**config.mk**
```make
export PLATFORM = sky130hd
export DESIGN_NAME = rgb_text_command_blinker_flat
export DESIGN_NICKNAME = d
export VERILOG_FILES = /design/src/rtcb_pkg.sv /design/src/rtcb_if.sv /design/src/rtcb_line_parser.sv /design/src/rgb_text_command_blinker.sv /design/src/flat_wrapper.sv
export SDC_FILE = /design/constraint.sdc
export NUM_CORES = 1
export LEC_CHECK = 0
export BUFFER_PORTS_ARGS = -buffer_cell sky130_fd_sc_hd__buf_2
export CAP_MARGIN = 20
export CORE_MARGIN = 1.5
export CORE_UTILIZATION = 40
export DETAILED_ROUTE_END_ITERATION = 8
export MAX_ROUTING_LAYER = met4
export SLEW_MARGIN = 20
export SYNTH_ARGS = -nofsm -noshare
export SYNTH_HDL_FRONTEND = slang
export SYNTH_HIERARCHICAL = 1
export SYNTH_SLANG_ARGS = --single-unit
```
**constraint.sdc**
```tcl
create_clock -name clk_i -period 6 [get_ports clk_i]
set_input_delay 0 -clock clk_i [delete_from_list [all_inputs] [get_ports clk_i]]
set_output_delay 0 -clock clk_i [all_outputs]
set_load 0.1 [all_outputs]
```
**src/rtcb_pkg.sv**
```systemverilog
// Shared types and constants of the RGB text command blinker.
// Used by the line parser and the top level.
// No dependencies.
package rtcb_pkg;

  // Channel commands
  localparam logic CMD_BYTE = 1'b0;
  localparam logic CMD_TICK = 1'b1;

  // Characters of the command text
  localparam logic [7:0] CHAR_ZERO  = 8'h30;
  localparam logic [7:0] CHAR_SPACE = 8'h20;
  localparam logic [7:0] CHAR_CR    = 8'h0d;
  localparam logic [7:0] CHAR_LF    = 8'h0a;
  localparam logic [7:0] CHAR_NUL   = 8'h00;

  // Drive levels
  localparam logic [7:0] LEVEL_MAX = 8'hff;
  localparam logic [7:0] LEVEL_OFF = 8'h00;

  // Field accumulators
  localparam int unsigned ACC_WIDTH = 24;

  // Field codes; FIELD_DONE means the third field was closed by a NUL byte
  localparam logic [1:0] FIELD_RED   = 2'd0;
  localparam logic [1:0] FIELD_GREEN = 2'd1;
  localparam logic [1:0] FIELD_BLUE  = 2'd2;
  localparam logic [1:0] FIELD_DONE  = 2'd3;

  // Blink period register
  localparam int unsigned   PERIOD_WIDTH = 16;
  localparam logic [15:0]   PERIOD_RESET = 16'd500;
  localparam int unsigned   ADDR_WIDTH   = 3;
  localparam logic          REG_BLINK_PERIOD = 1'b0;

  typedef struct packed {
    logic [7:0] red;
    logic [7:0] green;
    logic [7:0] blue;
  } rgb_t;

  typedef struct packed {
    logic committed;
    logic dropped;
  } line_status_t;

endpackage

```
**src/rtcb_if.sv**
```systemverilog
// Valid/ready channel interfaces of the RGB text command blinker.
// Depends on nothing outside this file.
interface rtcb_cmd_if;
  logic       valid;
  logic       ready;
  logic       cmd;
  logic [7:0] data_byte;

  modport source (output valid, output cmd, output data_byte, input ready);
  modport sink   (input valid, input cmd, input data_byte, output ready);
endinterface

interface rtcb_led_if;
  logic       valid;
  logic       ready;
  logic [7:0] led_red;
  logic [7:0] led_green;
  logic [7:0] led_blue;
  logic       lit;
  logic       committed;
  logic       dropped;

  modport source (output valid, output led_red, output led_green, output led_blue,
                  output lit, output committed, output dropped, input ready);
  modport sink   (input valid, input led_red, input led_green, input led_blue,
                  input lit, input committed, input dropped, output ready);
endinterface

```
**src/rtcb_line_parser.sv**
```systemverilog
// Command line parser: builds three decimal fields and commits the colour.
// Depends on rtcb_pkg.
module rtcb_line_parser #(
  parameter int unsigned LINE_CAPACITY = 29
) (
  input  logic                  clk_i,
  input  logic                  rst_ni,
  input  logic                  byte_valid_i,
  input  logic [7:0]            byte_i,
  output rtcb_pkg::rgb_t        colour_o,
  output rtcb_pkg::line_status_t status_o
);

  localparam int unsigned LenWidth = $clog2(LINE_CAPACITY + 1);
  localparam int unsigned AccW     = rtcb_pkg::ACC_WIDTH;
  localparam int unsigned WideW    = AccW + 5;
  localparam logic signed [WideW-1:0] AccMax = WideW'((64'sd1 <<< (AccW - 1)) - 1);
  localparam logic signed [WideW-1:0] AccMin = -WideW'(64'sd1 <<< (AccW - 1));

  // Multiply by ten, add the digit value and saturate to the accumulator range.
  function automatic logic signed [AccW-1:0] mac_digit(
    input logic signed [AccW-1:0] acc,
    input logic [7:0]             chr
  );
    logic signed [WideW-1:0] wide;
    logic signed [WideW-1:0] digit;
    logic signed [WideW-1:0] sum;
    wide  = WideW'(acc);
    digit = $signed(WideW'(chr)) - $signed(WideW'(rtcb_pkg::CHAR_ZERO));
    sum   = (wide <<< 3) + (wide <<< 1) + digit;
    if (sum > AccMax) begin
      return AccMax[AccW-1:0];
    end else if (sum < AccMin) begin
      return AccMin[AccW-1:0];
    end
    return sum[AccW-1:0];
  endfunction

  // Clamp an accumulator to a drive level.
  function automatic logic [7:0] clamp_level(input logic signed [AccW-1:0] acc);
    if (acc[AccW-1]) begin
      return rtcb_pkg::LEVEL_OFF;
    end else if (|acc[AccW-2:8]) begin
      return rtcb_pkg::LEVEL_MAX;
    end
    return acc[7:0];
  endfunction

  logic [1:0]                 field_q, field_d;
  logic signed [AccW-1:0]     acc_q [3];
  logic signed [AccW-1:0]     acc_d [3];
  logic [LenWidth-1:0]        len_q, len_d;
  rtcb_pkg::rgb_t             colour_q, colour_d;
  logic signed [AccW-1:0]     acc_sel;
  logic signed [AccW-1:0]     acc_next;
  logic                       is_eol;

  // Accumulator of the open field and its next value
  always_comb begin
    unique case (field_q)
      rtcb_pkg::FIELD_RED:   acc_sel = acc_q[0];
      rtcb_pkg::FIELD_GREEN: acc_sel = acc_q[1];
      default:               acc_sel = acc_q[2];
    endcase
    acc_next = mac_digit(acc_sel, byte_i);
  end

  assign is_eol = (byte_i == rtcb_pkg::CHAR_CR) || (byte_i == rtcb_pkg::CHAR_LF);

  // Per-byte line update
  always_comb begin
    field_d  = field_q;
    acc_d    = acc_q;
    len_d    = len_q;
    colour_d = colour_q;
    status_o = '0;
    if (byte_valid_i) begin
      if (is_eol) begin
        if (len_q != '0) begin
          colour_d.red   = clamp_level(acc_q[0]);
          colour_d.green = clamp_level(acc_q[1]);
          colour_d.blue  = clamp_level(acc_q[2]);
          status_o.committed = 1'b1;
          field_d  = rtcb_pkg::FIELD_RED;
          acc_d[0] = '0;
          acc_d[1] = '0;
          acc_d[2] = '0;
          len_d    = '0;
        end
      end else if (len_q >= LenWidth'(LINE_CAPACITY)) begin
        status_o.dropped = 1'b1;
      end else begin
        len_d = len_q + LenWidth'(1);
        unique case (field_q)
          rtcb_pkg::FIELD_RED, rtcb_pkg::FIELD_GREEN: begin
            if (byte_i == rtcb_pkg::CHAR_SPACE) begin
              field_d = field_q + 2'd1;
            end else begin
              acc_d[field_q] = acc_next;
            end
          end
          rtcb_pkg::FIELD_BLUE: begin
            if (byte_i == rtcb_pkg::CHAR_NUL) begin
              field_d = rtcb_pkg::FIELD_DONE;
            end else begin
              acc_d[2] = acc_next;
            end
          end
          default: ;
        endcase
      end
    end
  end

  always_ff @(posedge clk_i or negedge rst_ni) begin
    if (!rst_ni) begin
      field_q  <= rtcb_pkg::FIELD_RED;
      acc_q[0] <= '0;
      acc_q[1] <= '0;
      acc_q[2] <= '0;
      len_q    <= '0;
      colour_q <= '{red: rtcb_pkg::LEVEL_MAX, green: rtcb_pkg::LEVEL_MAX,
                    blue: rtcb_pkg::LEVEL_MAX};
    end else begin
      field_q  <= field_d;
      acc_q    <= acc_d;
      len_q    <= len_d;
      colour_q <= colour_d;
    end
  end

  assign colour_o = colour_q;

endmodule

```
**src/rgb_text_command_blinker.sv**
```systemverilog
// Top level of the RGB text command blinker: handshakes, blink timer, register port.
// Depends on rtcb_pkg, rtcb_if.sv and rtcb_line_parser.
//
// Usage: the input channel carries either a text byte (cmd 0) or a one-millisecond
// tick (cmd 1). Bytes form a line "R G B" of decimal fields; CR or LF commits a non-empty
// line as the colour. Ticks run the blink timer, which swaps the drive between the
// colour and off every blink_period ticks. Every input transfer yields exactly one
// result transfer with the drive levels, the blink phase and the committed and
// dropped flags of that item.
// The result of an item is registered in the result buffer. One item is taken per cycle
// while input ready is high; the whole update sits between the input
// handshake and a two-entry result buffer (output register plus skid register).
// When the receiver stalls, the buffer absorbs one more item and then input ready
// drops until the output moves again.
// Reset clears the line, sets the colour and drive to full white with the blink
// phase off and the tick count at zero, and loads blink_period with 500.
// blink_period sits at byte address 0 of the APB port; write it only while idle.
module rgb_text_command_blinker #(
  parameter int unsigned LINE_CAPACITY = 29
) (
  input  logic                                clk_i,
  input  logic                                rst_ni,
  rtcb_cmd_if.sink                            in_if,
  rtcb_led_if.source                          out_if,
  input  logic                                psel,
  input  logic                                penable,
  input  logic                                pwrite,
  input  logic [rtcb_pkg::ADDR_WIDTH-1:0]     paddr,
  input  logic [31:0]                         pwdata,
  output logic [31:0]                         prdata,
  output logic                                pready
);

  localparam int unsigned PW = rtcb_pkg::PERIOD_WIDTH;

  typedef struct packed {
    rtcb_pkg::rgb_t drive;
    logic           lit;
    logic           committed;
    logic           dropped;
  } result_t;

  logic                   in_xfer;
  logic                   tick;
  logic [PW-1:0]          period_q;
  logic [PW-1:0]          period_eff;
  logic [PW-1:0]          count_q, count_d, count_inc;
  logic                   phase_q, phase_d;
  rtcb_pkg::rgb_t         drive_q, drive_d;
  rtcb_pkg::rgb_t         colour;
  rtcb_pkg::line_status_t line_status;
  result_t                result;
  logic                   out_valid_q, skid_valid_q;
  result_t                out_q, skid_q;
  logic                   reg_sel;

  assign in_xfer     = in_if.valid & in_if.ready;
  assign tick        = in_xfer & (in_if.cmd == rtcb_pkg::CMD_TICK);
  assign in_if.ready = ~skid_valid_q;

  // Line parser
  rtcb_line_parser #(
    .LINE_CAPACITY(LINE_CAPACITY)
  ) u_parser (
    .clk_i       (clk_i),
    .rst_ni      (rst_ni),
    .byte_valid_i(in_xfer & (in_if.cmd == rtcb_pkg::CMD_BYTE)),
    .byte_i      (in_if.data_byte),
    .colour_o    (colour),
    .status_o    (line_status)
  );

  // Blink timer: a zero period behaves as one
  always_comb begin
    period_eff = (period_q == '0) ? PW'(1) : period_q;
    count_inc  = count_q + PW'(1);
    count_d    = count_q;
    phase_d    = phase_q;
    drive_d    = drive_q;
    if (tick) begin
      count_d = count_inc;
      if (count_inc >= period_eff) begin
        count_d = '0;
        phase_d = ~phase_q;
        drive_d = phase_q ? rtcb_pkg::rgb_t'('0) : colour;
      end
    end
  end

  always_ff @(posedge clk_i or negedge rst_ni) begin
    if (!rst_ni) begin
      count_q <= '0;
      phase_q <= 1'b0;
      drive_q <= '{red: rtcb_pkg::LEVEL_MAX, green: rtcb_pkg::LEVEL_MAX,
                   blue: rtcb_pkg::LEVEL_MAX};
    end else begin
      count_q <= count_d;
      phase_q <= phase_d;
      drive_q <= drive_d;
    end
  end

  // Result of the item in this cycle
  always_comb begin
    result.drive     = drive_d;
    result.lit       = phase_d;
    result.committed = line_status.committed;
    result.dropped   = line_status.dropped;
  end

  // Result buffer: output register with one skid entry behind it
  always_ff @(posedge clk_i or negedge rst_ni) begin
    if (!rst_ni) begin
      out_valid_q  <= 1'b0;
      skid_valid_q <= 1'b0;
    end else begin
      if (!out_valid_q || out_if.ready) begin
        out_valid_q  <= skid_valid_q | in_xfer;
        skid_valid_q <= 1'b0;
      end else if (in_xfer) begin
        skid_valid_q <= 1'b1;
      end
    end
  end

  always_ff @(posedge clk_i) begin
    if (!out_valid_q || out_if.ready) begin
      out_q <= skid_valid_q ? skid_q : result;
    end
    if (out_valid_q && !out_if.ready && in_xfer) begin
      skid_q <= result;
    end
  end

  assign out_if.valid     = out_valid_q;
  assign out_if.led_red   = out_q.drive.red;
  assign out_if.led_green = out_q.drive.green;
  assign out_if.led_blue  = out_q.drive.blue;
  assign out_if.lit       = out_q.lit;
  assign out_if.committed = out_q.committed;
  assign out_if.dropped   = out_q.dropped;

  // Register port: the word index sits above the byte offset
  assign reg_sel = (paddr[rtcb_pkg::ADDR_WIDTH-1] == rtcb_pkg::REG_BLINK_PERIOD);
  assign pready  = 1'b1;
  assign prdata  = reg_sel ? {{(32 - PW){1'b0}}, period_q} : 32'd0;

  always_ff @(posedge clk_i or negedge rst_ni) begin
    if (!rst_ni) begin
      period_q <= rtcb_pkg::PERIOD_RESET;
    end else if (psel && penable && pwrite && reg_sel) begin
      period_q <= pwdata[PW-1:0];
    end
  end

endmodule
```
**src/flat_wrapper.sv**
```systemverilog
// flat-port wrapper written by rule: the top's interface ports become plain ports
module rgb_text_command_blinker_flat 
#(
  parameter int unsigned LINE_CAPACITY = 29
)
  (clk_i, rst_ni, psel, penable, pwrite, paddr, pwdata, prdata, pready, in_if_valid, in_if_cmd, in_if_data_byte, in_if_ready, out_if_valid, out_if_led_red, out_if_led_green, out_if_led_blue, out_if_lit, out_if_committed, out_if_dropped, out_if_ready);
  rtcb_cmd_if in_if_i ();
  rtcb_led_if out_if_i ();
  input  logic clk_i;
  input  logic rst_ni;
  input  logic psel;
  input  logic penable;
  input  logic pwrite;
  input  logic [rtcb_pkg::ADDR_WIDTH-1:0] paddr;
  input  logic [31:0] pwdata;
  output logic [31:0] prdata;
  output logic pready;
  input wire logic [$bits(in_if_i.valid)-1:0] in_if_valid;
  input wire logic [$bits(in_if_i.cmd)-1:0] in_if_cmd;
  input wire logic [$bits(in_if_i.data_byte)-1:0] in_if_data_byte;
  output wire logic [$bits(in_if_i.ready)-1:0] in_if_ready;
  output wire logic [$bits(out_if_i.valid)-1:0] out_if_valid;
  output wire logic [$bits(out_if_i.led_red)-1:0] out_if_led_red;
  output wire logic [$bits(out_if_i.led_green)-1:0] out_if_led_green;
  output wire logic [$bits(out_if_i.led_blue)-1:0] out_if_led_blue;
  output wire logic [$bits(out_if_i.lit)-1:0] out_if_lit;
  output wire logic [$bits(out_if_i.committed)-1:0] out_if_committed;
  output wire logic [$bits(out_if_i.dropped)-1:0] out_if_dropped;
  input wire logic [$bits(out_if_i.ready)-1:0] out_if_ready;
  assign in_if_i.valid = in_if_valid;
  assign in_if_i.cmd = in_if_cmd;
  assign in_if_i.data_byte = in_if_data_byte;
  assign in_if_ready = in_if_i.ready;
  assign out_if_valid = out_if_i.valid;
  assign out_if_led_red = out_if_i.led_red;
  assign out_if_led_green = out_if_i.led_green;
  assign out_if_led_blue = out_if_i.led_blue;
  assign out_if_lit = out_if_i.lit;
  assign out_if_committed = out_if_i.committed;
  assign out_if_dropped = out_if_i.dropped;
  assign out_if_i.ready = out_if_ready;
  rgb_text_command_blinker #(.LINE_CAPACITY(LINE_CAPACITY)) u_core (.clk_i(clk_i), .rst_ni(rst_ni), .in_if(in_if_i), .out_if(out_if_i), .psel(psel), .penable(penable), .pwrite(pwrite), .paddr(paddr), .pwdata(pwdata), .prdata(prdata), .pready(pready));
endmodule
```
==> flow_metrics.py <==
metrics = {
    "cells_and_area": {
        "nFillCells": 2915,
        "final_cell_mix": "nand2_1, dfrtp_1, buf_2, o21ai_0, nor2_1",
        "area_delta_synth_final_pct": 13.4,
        "fin_nets": 1441,
        "drive_gt1_share_pct": 20.6,
        "finalInstanceArea_um2": 14200,
        "antennaDiodeCount": 0,
        "final_common_cell": "nand2_1",
        "regArea_um2": 5740,
        "final_cells": 1724,
        "multi_input_area_um2": 6240,
        "fin_util_pct": 46.2,
    },
    "logic_synthesis": {
        "avgSynthCellArea_um2": 10.3,
        "synthSimpleGateAreaFrac_pct": 13.7,
        "yosysWarnings": 6,
        "syn_inst": 1216,
        "synth_mux_area_share_pct": 6.70,
        "ys_seq_area_share_pct": 45.9,
        "synth_xor_area_share_pct": 3.63,
        "synth_top_family_by_area": "compound AO/OA/AOI/OAI gates",
        "async_flop_share_pct": 75.0,
        "synth_flop_cell": "dfrtp_1",
        "synth-edff-count": 54,
        "yosysUniqueCellTypes": 70,
        "synth_fa_ha_area_share_pct": 8.65,
        "synth_compound_area_share_pct": 16.7,
        "synthesis.area_um2": 12500,
        "synth-seq-cells": 216,
    },
    "sta": {
        "layout_min_cycle_time_ns": 5.32,
        "setup_ws_ns": 0.677,
        "skew_ns": 0.0252,
        "period_share_pct": 88.7,
        "tightest_slew_ns": 0.999,
        "final-setup-viol-count": 0,
        "fin_setup_tns_ns": 0,
        "max_freq_mhz": 188,
        "hold_slack_ns": 0.0567,
        "hold_viol": 0,
        "rsz0062_at_grt": "false",
        "slew_headroom_pct": 33.2,
        "slew_viol_final": 0,
    },
    "detailed_routing": {
        "num_vias": 9364,
        "post_drt_via_cell_ratio": 5.43,
        "first_pass_iters": 5,
        "drt_iter0_markers": 540,
        "wirelength_um": 30000,
        "wl_per_cell_um": 17.4,
        "ant_nets": 0,
        "drc": 0,
    },
    "worst_hold_path": {
        "hold_class": "input port to register",
    },
    "cts": {
        "cts_setup_buffers": 0,
        "cts_resized": 0,
        "cts.path.max_buffers": 3,
        "numCtsBuffers": 22,
        "root_buffer": "clkbuf_16",
        "cts_max_level": 1,
        "cts_sinks": 216,
        "insertion_delay_ns": 0.53,
        "cts_tree": "yes",
        "clk_pin_slew_ns": 0.07,
    },
    "global_routing": {
        "gr-total-overflow": 0,
        "grt_max_degree": 97,
        "groute.usage.overall_pct": 18.9,
        "grt_pass1_wl_um": 49100,
        "grt_pass1_vias": 9086,
        "antenna_found_initial": 0,
    },
    "power": {
        "power_density_nw_per_um2": 605,
        "ir_drop_uv": 490,
        "leakage_nw": 6.39,
        "design_power_total_mw": 8.58,
    },
    "run": {
        "drv_cap": 0,
    },
    "place": {
        "dp.cells": 1664,
        "port_buffers": 77,
        "hpwl_um": 21600,
        "place_area_um2": 13300,
        "pre_cts_slack_ns": 0.806,
        "globalplace.congestion": 0.889,
    },
    "setup_path": {
        "cp_max_fo": 29,
        "critical_path_class": "register to register",
        "cp_data_arrival_time_ns": 5.76,
        "cp-end-kind": "register",
        "cp-start-kind": "register",
        "cp.required_ns": 6.43,
        "reg2reg_slack_ns": 0.68,
    },
    "floorplan": {
        "die_h_um": 180,
        "die_area_um2": 32300,
        "num_rows": 64,
        "start_util_pct": 40.8,
        "core_area_um2": 30700,
        "boundaryPins": 113,
        "die_w_um": 180,
    },
    "run_status": {
        "status": "finished clean",
    },
}
==> cell families (layout without fill, tap and decap cells) <==
| group | count (synthesis) | after routing |
|---|---|---|
| simple gates | 366 | 366 |
| compound gates | 312 | 312 |
| flops | 216 | 216 |
| buf+inv | 123 | 220 |
| fa+ha+maj | 78 | 78 |
| mux | 68 | 68 |
| xor+xnor | 51 | 51 |
| other cells | 2 | 17 |
==> metal layers <==
| layer | up-vias | routed length [um] | global-route usage (%) |
|---|---|---|---|
| li1 | 4529 | - | - |
| met1 | 4581 | 14600 | 27.0 |
| met2 | 210 | 13600 | 29.1 |
| met3 | 44 | 1250 | 1.97 |
| met4 | 0 | 478 | 4.27 |
| met5 | - | 0 | - |
==> critical path, stage by stage (launching register included) <==
cell     delay, ns
dfrtp_1       0.39
inv_1         0.09
ha_1          0.33
nor2_1        0.09
buf_4         0.25
a21oi_1       0.36
xnor2_1       0.12
ha_1          0.18
or2_2         0.30
ha_1          0.43
nand4_1       0.19
nor4_1        0.34
a22oi_1       0.20
a31oi_2       0.28
xor2_1        0.22
nand3_1       0.12
o41a_1        0.52
or3_4         0.62
o21ai_2       0.20
==> final timing paths <==
check	start	to	cells after the start
worst max-delay path	u_core/u_parser/field_q[1]	u_core/u_parser/acc_q[15]	18
worst min-delay path	in_if_cmd	u_core/skid_q[0]	3
worst max register to register	u_core/u_parser/field_q[1]	u_core/u_parser/acc_q[15]	18
worst min register to register	u_core/u_parser/colour_o[13]	u_core/u_parser/colour_o[13]	2
max in group asynchronous	rst_ni	u_core/u_parser/acc_q[35]	3
min in group asynchronous	rst_ni	u_core/phase_q	2
==> power by group <==
part	switching, mW	internal (mW)	total (mW)
Clock	0.575	0.721	1.30
Combinational	3.31	1.83	5.14
Sequential	0.286	1.86	2.15
==> final cells by class <==
type	instances	area share, %
Clock buffer	29	4.28
Clock inverter	11	0.591
Inverter	54	1.43
Multi-Input combinational cell	892	44.0
Sequential cell	216	40.5
Tap cell	396	3.49
Timing Repair Buffer	126	5.71
==> what timing repair did <==
action	4_1_cts	5_1_grt
endpoints found under the hold margin	92	0
hold buffers	20	0
setup endpoints to repair	0	0
==> cells in the mapped netlist (5+ instances only) <==
cell type  number  share of area [%]
ha_1           64                6.4
or3_1           5               0.25
or4_1           6               0.36
and4_1          5               0.35
edfxtp_1       54                 13
fa_1           14                2.2
and3_1          9               0.45
xor2_1         22                1.5
a31oi_1         7               0.35
mux2_1         19                1.7
nand2b_1        6               0.30
o21ai_0        76                3.0
buf_4          20                1.2
nor3_1          7               0.28
dfrtp_1       108                 22
xnor2_1        28                2.0
a22o_1         27                1.9
nor2b_1        31                1.6
nand4_1        12               0.60
nand2_1       165                5.0
nor2_1         72                2.2
a41oi_1        26                1.8
nor4_1         12               0.60
o21a_1          7               0.42
mux2_4         19                2.3
clkbuf_1       40                1.2
o21ai_2        20                1.4
a21oi_1        55                2.2
o21ai_1        29                1.2
a21o_1         20                1.2
a22oi_1        13               0.78
dfstp_2        54                 11
inv_1          54                1.6
mux2_2         30                2.7
nand3_1        22               0.88
==> state kept, by name, indices dropped and copies added (netlist names), 2 cells and up <==
signal	cells
u_core/count_q	16
u_core/drive_q	24
u_core/out_if.led_blue	8
u_core/out_if.led_green	8
u_core/out_if.led_red	8
u_core/period_q	16
u_core/skid_q	27
u_core/u_parser/acc_q	72
u_core/u_parser/colour_o	24
u_core/u_parser/field_q	2
u_core/u_parser/len_q	5
No activity file was read; power rests on OpenSTA's default activity.
